--- src/hdl/arh_pkg.sv ---
// Package for the auto-range histogram: constants, payload word types, controller commands.
// No dependencies.
package arh_pkg;

   localparam int MAX_SAMPLES_DEF = 4096;
   localparam int MAX_BARS_DEF    = 64;
   localparam int MIN_SAMPLES     = 12;
   localparam int MIN_BARS        = 4;
   localparam logic [31:0] ZERO_SPAN_QUARTER = 32'd1639;
   localparam logic [12:0] COUNT_SAT = 13'd8191;

   localparam logic [1:0] ST_OK       = 2'd0;
   localparam logic [1:0] ST_FEW      = 2'd1;
   localparam logic [1:0] ST_BADRANGE = 2'd2;
   localparam logic [1:0] ST_OVERFLOW = 2'd3;

   localparam logic [1:0] CSR_BAR_COUNT  = 2'd0;
   localparam logic [1:0] CSR_AUTO_RANGE = 2'd1;
   localparam logic [1:0] CSR_RANGE_LOW  = 2'd2;
   localparam logic [1:0] CSR_RANGE_HIGH = 2'd3;

   typedef struct packed {
      logic signed [31:0] sample;
      logic               is_last;
   } req_word_type;

   typedef struct packed {
      logic [5:0]         bar_index;
      logic [12:0]        bar_height;
      logic [12:0]        max_height;
      logic signed [39:0] lower_edge;
      logic signed [39:0] upper_edge;
      logic [1:0]         status;
      logic               last_bar;
   } rsp_word_type;

   // controller -> datapath commands
   typedef struct packed {
      logic load;       // store accepted sample
      logic range_set;  // latch range, start divider, zero clear pointer
      logic div_step;   // one divider iteration
      logic bin_start;  // zero read pointer and max
      logic bin_step;   // issue one store read / count one sample
      logic clr_step;   // clear one bar count
      logic emit_start; // zero emit pointer
      logic emit_load;  // load output register with current bar
      logic emit_err;   // load output register with error word
      logic clear_run;  // reset run state
   } ctrl_cmd_type;

   // datapath -> controller status
   typedef struct packed {
      logic       few;
      logic       bad_range;
      logic       div_done;
      logic       bin_done;
      logic       clr_done;
      logic       emit_final;
      logic [1:0] err_code;
   } dp_stat_type;

endpackage

--- src/hdl/arh_controller.sv ---
// Controller of the auto-range histogram: load, range and count clear, binning, emit.
// Uses arh_pkg.
module arh_controller
   import arh_pkg::*;
(
   input  logic         clock,
   input  logic         reset,
   input  logic         req_valid,
   input  logic         req_last,
   output logic         req_ready,
   output logic         rsp_valid,
   input  logic         rsp_ready,
   input  dp_stat_type  stat,
   output ctrl_cmd_type cmd
);
   localparam logic [2:0] S_LOAD  = 3'd0;
   localparam logic [2:0] S_CHECK = 3'd1;
   localparam logic [2:0] S_DIV   = 3'd2;
   localparam logic [2:0] S_BIN   = 3'd3;
   localparam logic [2:0] S_EMIT  = 3'd4;
   localparam logic [2:0] S_DRAIN = 3'd5;

   logic [2:0] state_ff, state_in;
   logic       vld_ff, vld_in;
   logic       take;

   assign req_ready = state_ff == S_LOAD && !vld_ff;
   assign rsp_valid = vld_ff;
   assign take = !vld_ff || rsp_ready;

   always_comb begin
      state_in = state_ff;
      vld_in = vld_ff && !rsp_ready;
      cmd = '0;
      case (state_ff)
         S_LOAD: begin
            if (req_valid && req_ready) begin
               cmd.load = 1'b1;
               if (req_last) state_in = S_CHECK;
            end
         end
         S_CHECK: begin
            if (stat.few || stat.bad_range) begin
               cmd.emit_err = 1'b1;
               cmd.clear_run = 1'b1;
               vld_in = 1'b1;
               state_in = S_LOAD;
            end else begin
               cmd.range_set = 1'b1;
               state_in = S_DIV;
            end
         end
         // quarter width divides while the bar counts clear
         S_DIV: begin
            cmd.div_step = 1'b1;
            cmd.clr_step = 1'b1;
            if (stat.div_done && stat.clr_done) begin
               cmd.bin_start = 1'b1;
               state_in = S_BIN;
            end
         end
         S_BIN: begin
            cmd.bin_step = 1'b1;
            if (stat.bin_done) begin
               cmd.emit_start = 1'b1;
               state_in = S_EMIT;
            end
         end
         S_EMIT: begin
            if (stat.emit_final) begin
               state_in = S_DRAIN;
            end else if (take) begin
               cmd.emit_load = 1'b1;
               vld_in = 1'b1;
            end
         end
         S_DRAIN: begin
            cmd.clear_run = 1'b1;
            state_in = S_LOAD;
         end
         default: state_in = S_LOAD;
      endcase
   end

   always_ff @(posedge clock) begin
      if (reset) begin
         state_ff <= S_LOAD;
         vld_ff <= 1'b0;
      end else begin
         state_ff <= state_in;
         vld_ff <= vld_in;
      end
   end
endmodule

--- config.mk ---
export PLATFORM = sky130hd
export DESIGN_NAME = arh_controller
export DESIGN_NICKNAME = d
export VERILOG_FILES = /design/src/hdl/arh_pkg.sv /design/src/hdl/arh_controller.sv
export SDC_FILE = /design/constraint.sdc
export NUM_CORES = 1
export LEC_CHECK = 0
export BUFFER_PORTS_ARGS = -buffer_cell sky130_fd_sc_hd__buf_2
export CAP_MARGIN = 20
export CORE_AREA = 5 5 42 44
export CTS_BUF_LIST = sky130_fd_sc_hd__clkbuf_16
export CTS_CLUSTER_SIZE = 28
export DETAILED_ROUTE_END_ITERATION = 7
export DIE_AREA = 0 0 47 49
export GPL_ROUTABILITY_DRIVEN = 0
export GPL_TIMING_DRIVEN = 0
export MAX_ROUTING_LAYER = met4
export SLEW_MARGIN = 40
export SYNTH_ARGS = -nofsm -noshare
export SYNTH_HDL_FRONTEND = slang
export SYNTH_SLANG_ARGS = --single-unit
--- constraint.sdc ---
create_clock -name clock -period 1.4 [get_ports clock]
set_clock_uncertainty 0.15 [all_clocks]
set_input_delay 0.35 -clock clock [delete_from_list [all_inputs] [get_ports clock]]
set_output_delay 0.35 -clock clock [all_outputs]
set_load 0.01 [all_outputs]
==> results of run 1 <==
==> area by class of cell <==
type                       instances  area [um2]
inverter                           2       7.507
buffer                             2       18.77
multi-input combinational         31       262.8
timing repair buffer              31       214.0
tap                               16       20.02
clock buffer                       3       75.07
sequential                         4       88.84
fill                             147       714.4
==> logic make-up (layout without fill, tap and decap cells) <==
kind of cell / after synthesis / count (layout) / share of synthesized area, %
AO/OA/AOI/OAI: 8 / 8 / 18.63
buffers and inverters: 5 / 38 / 10.12
flip-flops: 4 / 4 / 25.91
AND/OR/NAND/NOR: 23 / 23 / 45.35
==> critical path, stage by stage, from the launching register on <==
cell and delay [ns]:
sky130_fd_sc_hd__dfxtp_4 0.37, sky130_fd_sc_hd__or4b_4 0.49, sky130_fd_sc_hd__a21oi_4 0.13, sky130_fd_sc_hd__buf_6 0.11
==> worst paths after layout <==
| kind | from | end | cells after the start |
|---|---|---|---|
| max | state_ff[2] | cmd[2] | 3 |
| max reg2reg | state_ff[1] | rsp_valid | 5 |
| min | reset | state_ff[2] | 2 |
| min reg2reg | state_ff[2] | state_ff[1] | 1 |
==> through the flow <==
step | total power, mW | instance area (um2) | setup WS (ns) | setup TNS [ns] | utilization [%]
final | 0.7130 | 686.9 | -0.4148 | -3.383 | 49.02
after global routing | 0.7520 | 686.9 | -0.4632 | -3.920 | 49.02
after global placement | 0.2456 | 470.5 | -0.3581 | -1.400 | 33.57
after detailed placement | 0.2468 | 470.5 | -0.3628 | -1.445 | 33.57
after CTS | 0.6878 | 581.8 | -0.4631 | -3.506 | 41.52
after floorplan | 0.1986 | 340.3 | -0.1539 | -0.6969 | -
==> power breakdown <==
group / switching, mW / internal (mW)
Combinational: 0.0680 / 0.0821
Clock: 0.0696 / 0.364
Sequential: 0.00892 / 0.121
==> registers in the layout, indices dropped and copies added (netlist names) <==
| name | cells |
|---|---|
| state_ff | 3 |
| rsp_valid | 1 |
==> layout by cell type (no fill, tap or decap), drive strengths merged <==
cell,n
nor2,5
inv,2
nor4b,1
nor3b,4
clkbuf,3
buf,33
a21oi,3
and3,1
dfxtp,4
a31oi,1
or4b,1
o21ba,1
o21ai,1
nand2,3
and2,1
o31ai,1
or3b,1
nand2b,1
and3b,1
nor3,3
a221o,1
or3,1
==> Yosys cell counts (all sizes together) <==
master / count
o21ai: 1
inv: 2
a21oi: 3
a31oi: 1
o21ba: 1
nor2: 5
and3: 1
buf: 3
or3b: 1
or4b: 1
o31ai: 1
nand2b: 1
nor3b: 4
and2: 1
nor3: 3
nand2: 3
or3: 1
a221o: 1
and3b: 1
nor4b: 1
dfxtp: 4
==> per-layer routing <==
layer  wire length [um]  part of all wire, %  track usage (%)  vias up
met5                  0                    0                -        -
met4                  0                    0            4.147        0
met3                 68                  6.6            2.214        0
met2                591                   57            14.03       13
met1                372                   36            9.231      205
li1                   -                    -                -      210
==> repair_timing <==
action	in CTS	in global routing
setup buffers	3	5
endpoints found under the setup margin	11	13
cloned	0	1
resized for setup	7	13
pin swaps	4	6
==> parameters.txt, run 1 <==
Parameter                              Value

Synthesis
  Syn Inst Count    40
  Count of unique library cells instantiated by Yosys    23
  Cell taking the most area after synthesis    sky130_fd_sc_hd__dfxtp_1
  Seq cells post-synth    4
  Synth top area share    25.91%
  Top post-synthesis cells by area    sky130_fd_sc_hd__dfxtp_1 26%, sky130_fd_sc_hd__nor3b_1 9.7%, sky130_fd_sc_hd__nor2_1 6.1%, sky130_fd_sc_hd__a21oi_1 4.9%, sky130_fd_sc_hd__nor3_1 4.9%
  Yosys warning total    0
  Number of nets in the synthesized netlist    53
  Post-synthesis instance area    309.0 um2
  Fraction of the yosys area taken by sequential cells    25.91%
  Post-Synthesis Mean Instance Area    7.726 um2

Setup path
  Largest fanout on the critical path    8
  Slack of the worst reg-to-reg path    0 ns
  Critical setup path kind    reg2out
  Kind of end point of the critical path    output pin
  CP Data Required Time    0.90 ns
  Data arrival at the endpoint of the critical path    1.31 ns
  Startpoint type of the worst setup path    register

Floorplan
  Core Box Area    0.001401 mm2
  I/O Pins    25
  Row Count    14
  Area of the die    0.002303 mm2
  DIE HEIGHT    49 um
  Starting Density    22.05%
  Die Span X    47 um

Clock network
  Post-CTS clock slew at the launch and capture registers of the worst setup and hold paths    0.03 ns
  Number of clock buffers inserted by TritonCTS    3
  Largest buffer count on any clock path    2
  Hold-fix buffers at CTS    0
  CTS H-Tree Depth    1
  Insertion delay to the later sink of the worst-skew pair    0.22 ns
  Clock Sinks    4
  CTS tree    yes
  Master cell of the clock root buffer    sky130_fd_sc_hd__clkbuf_16

Run
  Max-cap viol count    0

Detailed routing
  DR iter-0 viols    5
  Vias per cell    4.809
  Final routed wirelength across all metal layers    1.031 mm
  Average routed wire per standard cell    11.58 um
  First-pass DRT Iterations    4
  Antenna Nets Post-Route    0
  Vias after detailed routing    428
  Remaining routing DRC violations    0

Placement
  Detailed placer's ending HPWL    687.8 um
  Number of input and output port buffers inserted    22
  Placed Cells    78

STA
  Worst-Margin Slew    0.2541 ns
  Fin crit share    129.6%
  Hold Fails Final Rpt    0
  Final number of setup-violating endpoints    11
  Final Critical Period    1.815 ns
  Final WS setup    -0.4148 ns
  Tightest slew margin relative to the limit    82.82%
  Worst hold margin    0.2131 ns
  Maximum achievable frequency    0.5510 GHz
  Setup repair after global routing missed its margin    yes
  Number of max-slew violations in the final report    0

Finish
  Net count, final    88
  Layout cells sized above 1    69.86%
  Area growth syn-to-layout    122.3%
  Antenna cell count    0
  Non-Filler Instances    89

Min path
  Class of the worst hold path    in2reg

Global routing
  Leftover overflow at the end of global routing    0
  First-pass GRT wire length    1.462 mm
  Pin count of the biggest net entering global routing    11
  Number of antenna violations at the first check in global routing    0
  Vias in the first global route    362
  Total GRT Usage    8.592%

Power and ir drop
  Power density over the cells    1038 mW/mm2
  Leak    0.3384 nW
  Worst ir drop on vdd    0.6112 mV

Run status
  Violated checks    setup timing
  Result of the run    finished, violations left
(Power assumes the default switching activity.)
==> run 2: changes to the inputs <==
==> constraint.sdc (replaced) <==
create_clock -name clock -period 1.4 [get_ports clock]
set_clock_uncertainty 0.15 [all_clocks]
set_input_delay 0.21 -clock clock [delete_from_list [all_inputs] [get_ports clock]]
set_output_delay 0.21 -clock clock [all_outputs]
set_load 0.01 [all_outputs]
==> run 2 against run 1 <==
The flow still finishes with violations (setup timing). First-iteration DRC count shrank 60%. Worst setup slack improved by 0.11 ns. Power up 3.8%. Wire length rose by 0.78%. Largest power group unchanged. Clock power is 4% higher. Highest routed layer is now met4. Largest cell class unchanged.
==> parameters.txt, run 2 (synthesis gave the netlist of run 1 again) <==
Parameter                              Value

STA
  Tightest slew margin relative to the limit    86.07%
  Maximum achievable frequency    0.5859 GHz
  Hold Fails Final Rpt    0
  Final WS setup    -0.3068 ns
  Worst-Margin Slew    0.2073 ns
  Worst hold margin    0.05156 ns
  Fin crit share    121.9%
  Final Critical Period    1.707 ns
  Number of max-slew violations in the final report    0
  Final number of setup-violating endpoints    12
  Setup repair after global routing missed its margin    yes

Setup path
  Critical-path cell with the highest stage delay    sky130_fd_sc_hd__or3_4
  Data arrival at the endpoint of the critical path    1.35 ns
  Largest fanout on the critical path    3
  Kind of end point of the critical path    output pin
  Cell-by-cell listing of the critical path    buf_6 -> or3_4 -> nor3b_2 -> buf_2
  Largest stage delay on the critical path    0.38 ns
  Startpoint type of the worst setup path    register
  Critical setup path kind    reg2out
  CP Data Required Time    1.04 ns
  Cell count of the worst reg-to-reg path    4

Global routing
  Total GRT Usage    11.04%
  Vias in the first global route    447
  First-pass GRT wire length    1.787 mm
  Number of antenna violations at the first check in global routing    0
  Leftover overflow at the end of global routing    0
  Pin count of the biggest net entering global routing    10

Finish
  Non-Filler Instances    90
  Antenna cell count    0
  Net count, final    89
  Layout cells sized above 1    74.32%
  FILL cells    134
  Most flops, register    state_ff
  Most used cells in the layout excluding fill and tap cells    18 x sky130_fd_sc_hd__buf_2, 9 x sky130_fd_sc_hd__buf_6, 7 x sky130_fd_sc_hd__buf_4
  Flip-flop count of the largest register, all copies and words added    3
  Commonest non-fill, non-tap cell in the layout    sky130_fd_sc_hd__buf_2
  Area growth syn-to-layout    130.0%

Detailed routing
  First-pass DRT Iterations    2
  Antenna Nets Post-Route    0
  DR iter-0 viols    2
  Vias per cell    4.822
  Remaining routing DRC violations    0
  Vias after detailed routing    434
  Final routed wirelength across all metal layers    1.039 mm
  Average routed wire per standard cell    11.54 um

Clock network
  Clock Sinks    4
  Master cell of the clock root buffer    sky130_fd_sc_hd__clkbuf_16
  Largest buffer count on any clock path    2
  Number of clock buffers inserted by TritonCTS    3
  CTS tree    yes
  CTS H-Tree Depth    1
  Insertion delay to the later sink of the worst-skew pair    0.23 ns
  Hold-fix buffers at CTS    0
  Post-CTS clock slew at the launch and capture registers of the worst setup and hold paths    0.03 ns

Floorplan
  Die Span X    47 um
  Core Box Area    0.001401 mm2
  I/O Pins    25
  DIE HEIGHT    49 um
  Row Count    14
  Area of the die    0.002303 mm2
  Starting Density    22.05%

Power and ir drop
  Power share of the sequential group    17.5%
  Internal    575.3 uW
  Worst ir drop on vdd    0.6390 mV
  Net switching power figure    165.0 uW
  Switching portion of total power    22.29%
  Power share of the combinational group    21.9%
  Relative contribution of the clock network to total power    60.6%
  Total power consumption of the routed design    740.3 uW
  Leak    0.3491 nW
  Power density over the cells    1042 mW/mm2

Min path
  Worst hold path cell count    2
  Class of the worst hold path    in2reg

Placement
  Number of input and output port buffers inserted    22
  Placed Cells    78
  Detailed placer's ending HPWL    711.5 um

Run
  Max-cap viol count    0

Run status
  Result of the run    finished, violations left
  Violated checks    setup timing
run 2: final timing paths:
kind	startpoint	to	slack [ns]
max	state_ff[1]	cmd[9]	-0.31
min	reset	state_ff[2]	0.05
max reg2reg	state_ff[0]	rsp_valid	0
min reg2reg	state_ff[2]	state_ff[1]	0.44
run 2: per-stage QoR:
step / util [%] / setup TNS, ns / setup WS, ns / area (um2)
floorplan: - / -0.07938 / -0.06868 / 327.8
global placement: 32.68 / -0.4272 / -0.1723 / 457.9
detailed placement: 32.68 / -0.5258 / -0.1771 / 457.9
CTS: 46.61 / -2.368 / -0.3255 / 653.1
global route: 50.71 / -2.931 / -0.3615 / 710.7
finish: 50.71 / -2.267 / -0.3068 / 710.7
run 2: repair_timing:
item | 4_1_cts | 5_1_grt
pin swaps | 8 | 9
gates cloned | 0 | 0
gates resized for setup | 18 | 9
setup buffers | 7 | 4
setup endpoints to repair | 11 | 14
run 2: worst max-delay path: cells and delay by family, from the launching register on:
family | cells | cell delay, ns
and+or+nand+nor | 2 | 0.55
DFF | 1 | 0.32
buffers and inverters | 2 | 0.26
run 2: area by class of cell:
| type | count | area, um2 | area share, % |
|---|---|---|---|
| multi-input cells | 31 | 277.8 | 39.08 |
| flip-flops and latches | 4 | 86.33 | 12.15 |
| well taps | 16 | 20.02 | 2.817 |
| clock buffers | 3 | 75.07 | 10.56 |
| repair buffers | 32 | 225.2 | 31.69 |
| plain buffers | 2 | 18.77 | 2.641 |
| inverters | 2 | 7.507 | 1.056 |
run 2: power by group through the flow:
stage          combinational (mW)  sequential (mW)  clock (mW)
2_1_floorplan              0.0675            0.128           0
3_3_place_gp                0.115            0.128           0
3_5_place_dp                0.117            0.128           0
4_1_cts                     0.160            0.126       0.456
5_1_grt                     0.177            0.131       0.469
6_report                    0.162            0.129       0.449
run 2: metal layers:
layer | vias to the layer above | track usage, % | share of wire (%)
li1 | 213 | - | -
met1 | 205 | 12.72 | 43
met2 | 14 | 16.06 | 49
met3 | 2 | 2.214 | 5.3
met4 | 0 | 8.295 | 2.6
met5 | - | - | 0
==> run 3: changes to the inputs <==
- GPL_TIMING_DRIVEN: 0 -> 1
==> run 3 against run 2 <==
The run still ends with setup timing left. Sequential share of layout area grew 2.1 points. Combinational power down 25%. Wire length fell by 13%. Final area is 17% lower. Register-to-register slack better by 0.03 ns. Clock power down 3%. Clock-buffer cell count stayed put. Critical endpoint is now cmd[2]. Largest cell class unchanged. Highest routed layer is now met3.
==> parameters.txt, run 3 (synthesis gave the netlist of run 1 again) <==
Parameter                              Value

Global routing
  Total GRT Usage    8.947%
  Vias in the first global route    353
  Leftover overflow at the end of global routing    0
  First-pass GRT wire length    1.469 mm
  Number of antenna violations at the first check in global routing    0
  Pin count of the biggest net entering global routing    8

STA
  Hold Fails Final Rpt    0
  Final number of setup-violating endpoints    8
  Final WS setup    -0.2713 ns
  Final Critical Period    1.671 ns
  Setup repair after global routing missed its margin    yes
  Worst-Margin Slew    0.2523 ns
  Maximum achievable frequency    0.5984 GHz
  Setup tns final    -1.288 ns
  Number of max-slew violations in the final report    0
  Tightest slew margin relative to the limit    82.95%
  Fin crit share    119.4%

Placement
  Post-Place Setup Slack    -0.06221 ns
  Placed Cells    82
  Placed Instance Area    486.7 um2
  Detailed placer's ending HPWL    747.1 um
  Number of input and output port buffers inserted    22

Clock network
  Hold-fix buffers at CTS    0
  Clock Sinks    4
  Insertion delay to the later sink of the worst-skew pair    0.22 ns
  Number of clock buffers inserted by TritonCTS    3
  Post-CTS clock slew at the launch and capture registers of the worst setup and hold paths    0.03 ns
  Largest buffer count on any clock path    2
  CTS H-Tree Depth    1
  Master cell of the clock root buffer    sky130_fd_sc_hd__clkbuf_16
  CTS tree    yes

Detailed routing
  Antenna Nets Post-Route    0
  Vias after detailed routing    407
  Remaining routing DRC violations    0
  Final routed wirelength across all metal layers    902 um
  DR iter-0 viols    14
  Average routed wire per standard cell    10.49 um
  Vias per cell    4.733
  First-pass DRT Iterations    4

Finish
  Layout cells sized above 1    62.86%
  Non-Filler Instances    86
  Design Area, Final    589.3 um2
  Flip-flop count of the largest register, all copies and words added    3
  Commonest non-fill, non-tap cell in the layout    sky130_fd_sc_hd__buf_2
  Most flops, register    state_ff
  Net count, final    85
  Antenna cell count    0
  Most used cells in the layout excluding fill and tap cells    22 x sky130_fd_sc_hd__buf_2, 7 x sky130_fd_sc_hd__buf_4, 5 x sky130_fd_sc_hd__nor2_1
  Area growth syn-to-layout    90.69%

Power and ir drop
  Total power consumption of the routed design    688.0 uW
  Worst ir drop on vdd    0.9944 mV
  Power density over the cells    1167 mW/mm2
  Leak    0.3103 nW

Run status
  Violated checks    setup timing
  Result of the run    finished, violations left

Setup path
  R2R Path Start    state_ff[1]
  Startpoint type of the worst setup path    register
  Largest fanout on the critical path    5
  CP Data Required Time    1.04 ns
  Cell count of the worst reg-to-reg path    4
  Data arrival at the endpoint of the critical path    1.31 ns
  Slack of the worst reg-to-reg path    0.03 ns
  CP startpoint    state_ff[1]
  Critical setup path kind    reg2out
  Kind of end point of the critical path    output pin
  Reg-to-reg endpoint    rsp_valid
  Worst setup path endpoint    cmd[2]

Min path
  Class of the worst hold path    in2reg

Floorplan
  Die Span X    47 um
  Area of the die    0.002303 mm2
  Core Box Area    0.001401 mm2
  Row Count    14
  I/O Pins    25
  DIE HEIGHT    49 um
  Starting Density    22.05%

Run
  Max-cap viol count    0
run 3: cell count changes in the layout (fill, tap and decap cells not counted), moves of 2 or more:
| cell | delta |
|---|---|
| sky130_fd_sc_hd__buf_6 | -8 |
| sky130_fd_sc_hd__buf_2 | +4 |
| sky130_fd_sc_hd__nor2_1 | +2 |
| sky130_fd_sc_hd__nor3_2 | +2 |
run 3: how the worst min path moves through the flow:
stage | startpoint | endpoint | slack [ns] | depth (start not counted)
3_3_place_gp | reset | state_ff[2] | 0.29 | 2
5_1_grt | reset | state_ff[2] | 0.06 | 2
4_1_cts | reset | state_ff[2] | 0.06 | 2
2_1_floorplan | reset | state_ff[2] | 0.13 | 1
3_5_place_dp | reset | state_ff[2] | 0.29 | 2
6_report | reset | state_ff[2] | 0.05 | 2
run 3: area by class of cell:
type | count | area [um2]
repair buffers | 30 | 173.9
clock buffers | 3 | 75.07
flip-flops and latches | 4 | 83.83
fillers | 148 | 812.0
well taps | 16 | 20.02
multi-input cells | 31 | 229.0
inverters | 2 | 7.507
run 3: through the flow:
stage                     hold WS [ns]  util, %
final                          0.05428    42.05
after global placement          0.2892    34.73
after floorplan                 0.1324        -
after global routing           0.06493    42.05
after detailed placement        0.2924    34.73
after CTS                      0.06389    40.98
run 3: per-layer routing:
layer,vias up,global-route usage (%),wire length [um]
li1,205,-,-
met1,183,10.31,351
met2,19,13.35,462
met3,0,5.535,88
met4,0,1.382,0
met5,-,-,0
run 3: what timing repair did:
| item | 4_1_cts | 5_1_grt |
|---|---|---|
| setup endpoints to repair | 11 | 12 |
| pin swaps | 2 | 1 |
| resized for setup | 4 | 3 |
| setup buffers | 0 | 1 |
run 3: report_power, final:
group          switching [mW]  leakage [nW]  internal [mW]
combinational          0.0597         0.239         0.0614
clock                  0.0728        0.0370          0.364
sequential            0.00736        0.0339          0.123
run 3: worst max-delay path, stage by stage (launching register included):
cell,delay (ns)
sky130_fd_sc_hd__dfxtp_2,0.33
sky130_fd_sc_hd__or4b_4,0.52
sky130_fd_sc_hd__a21oi_2,0.11
sky130_fd_sc_hd__buf_2,0.13
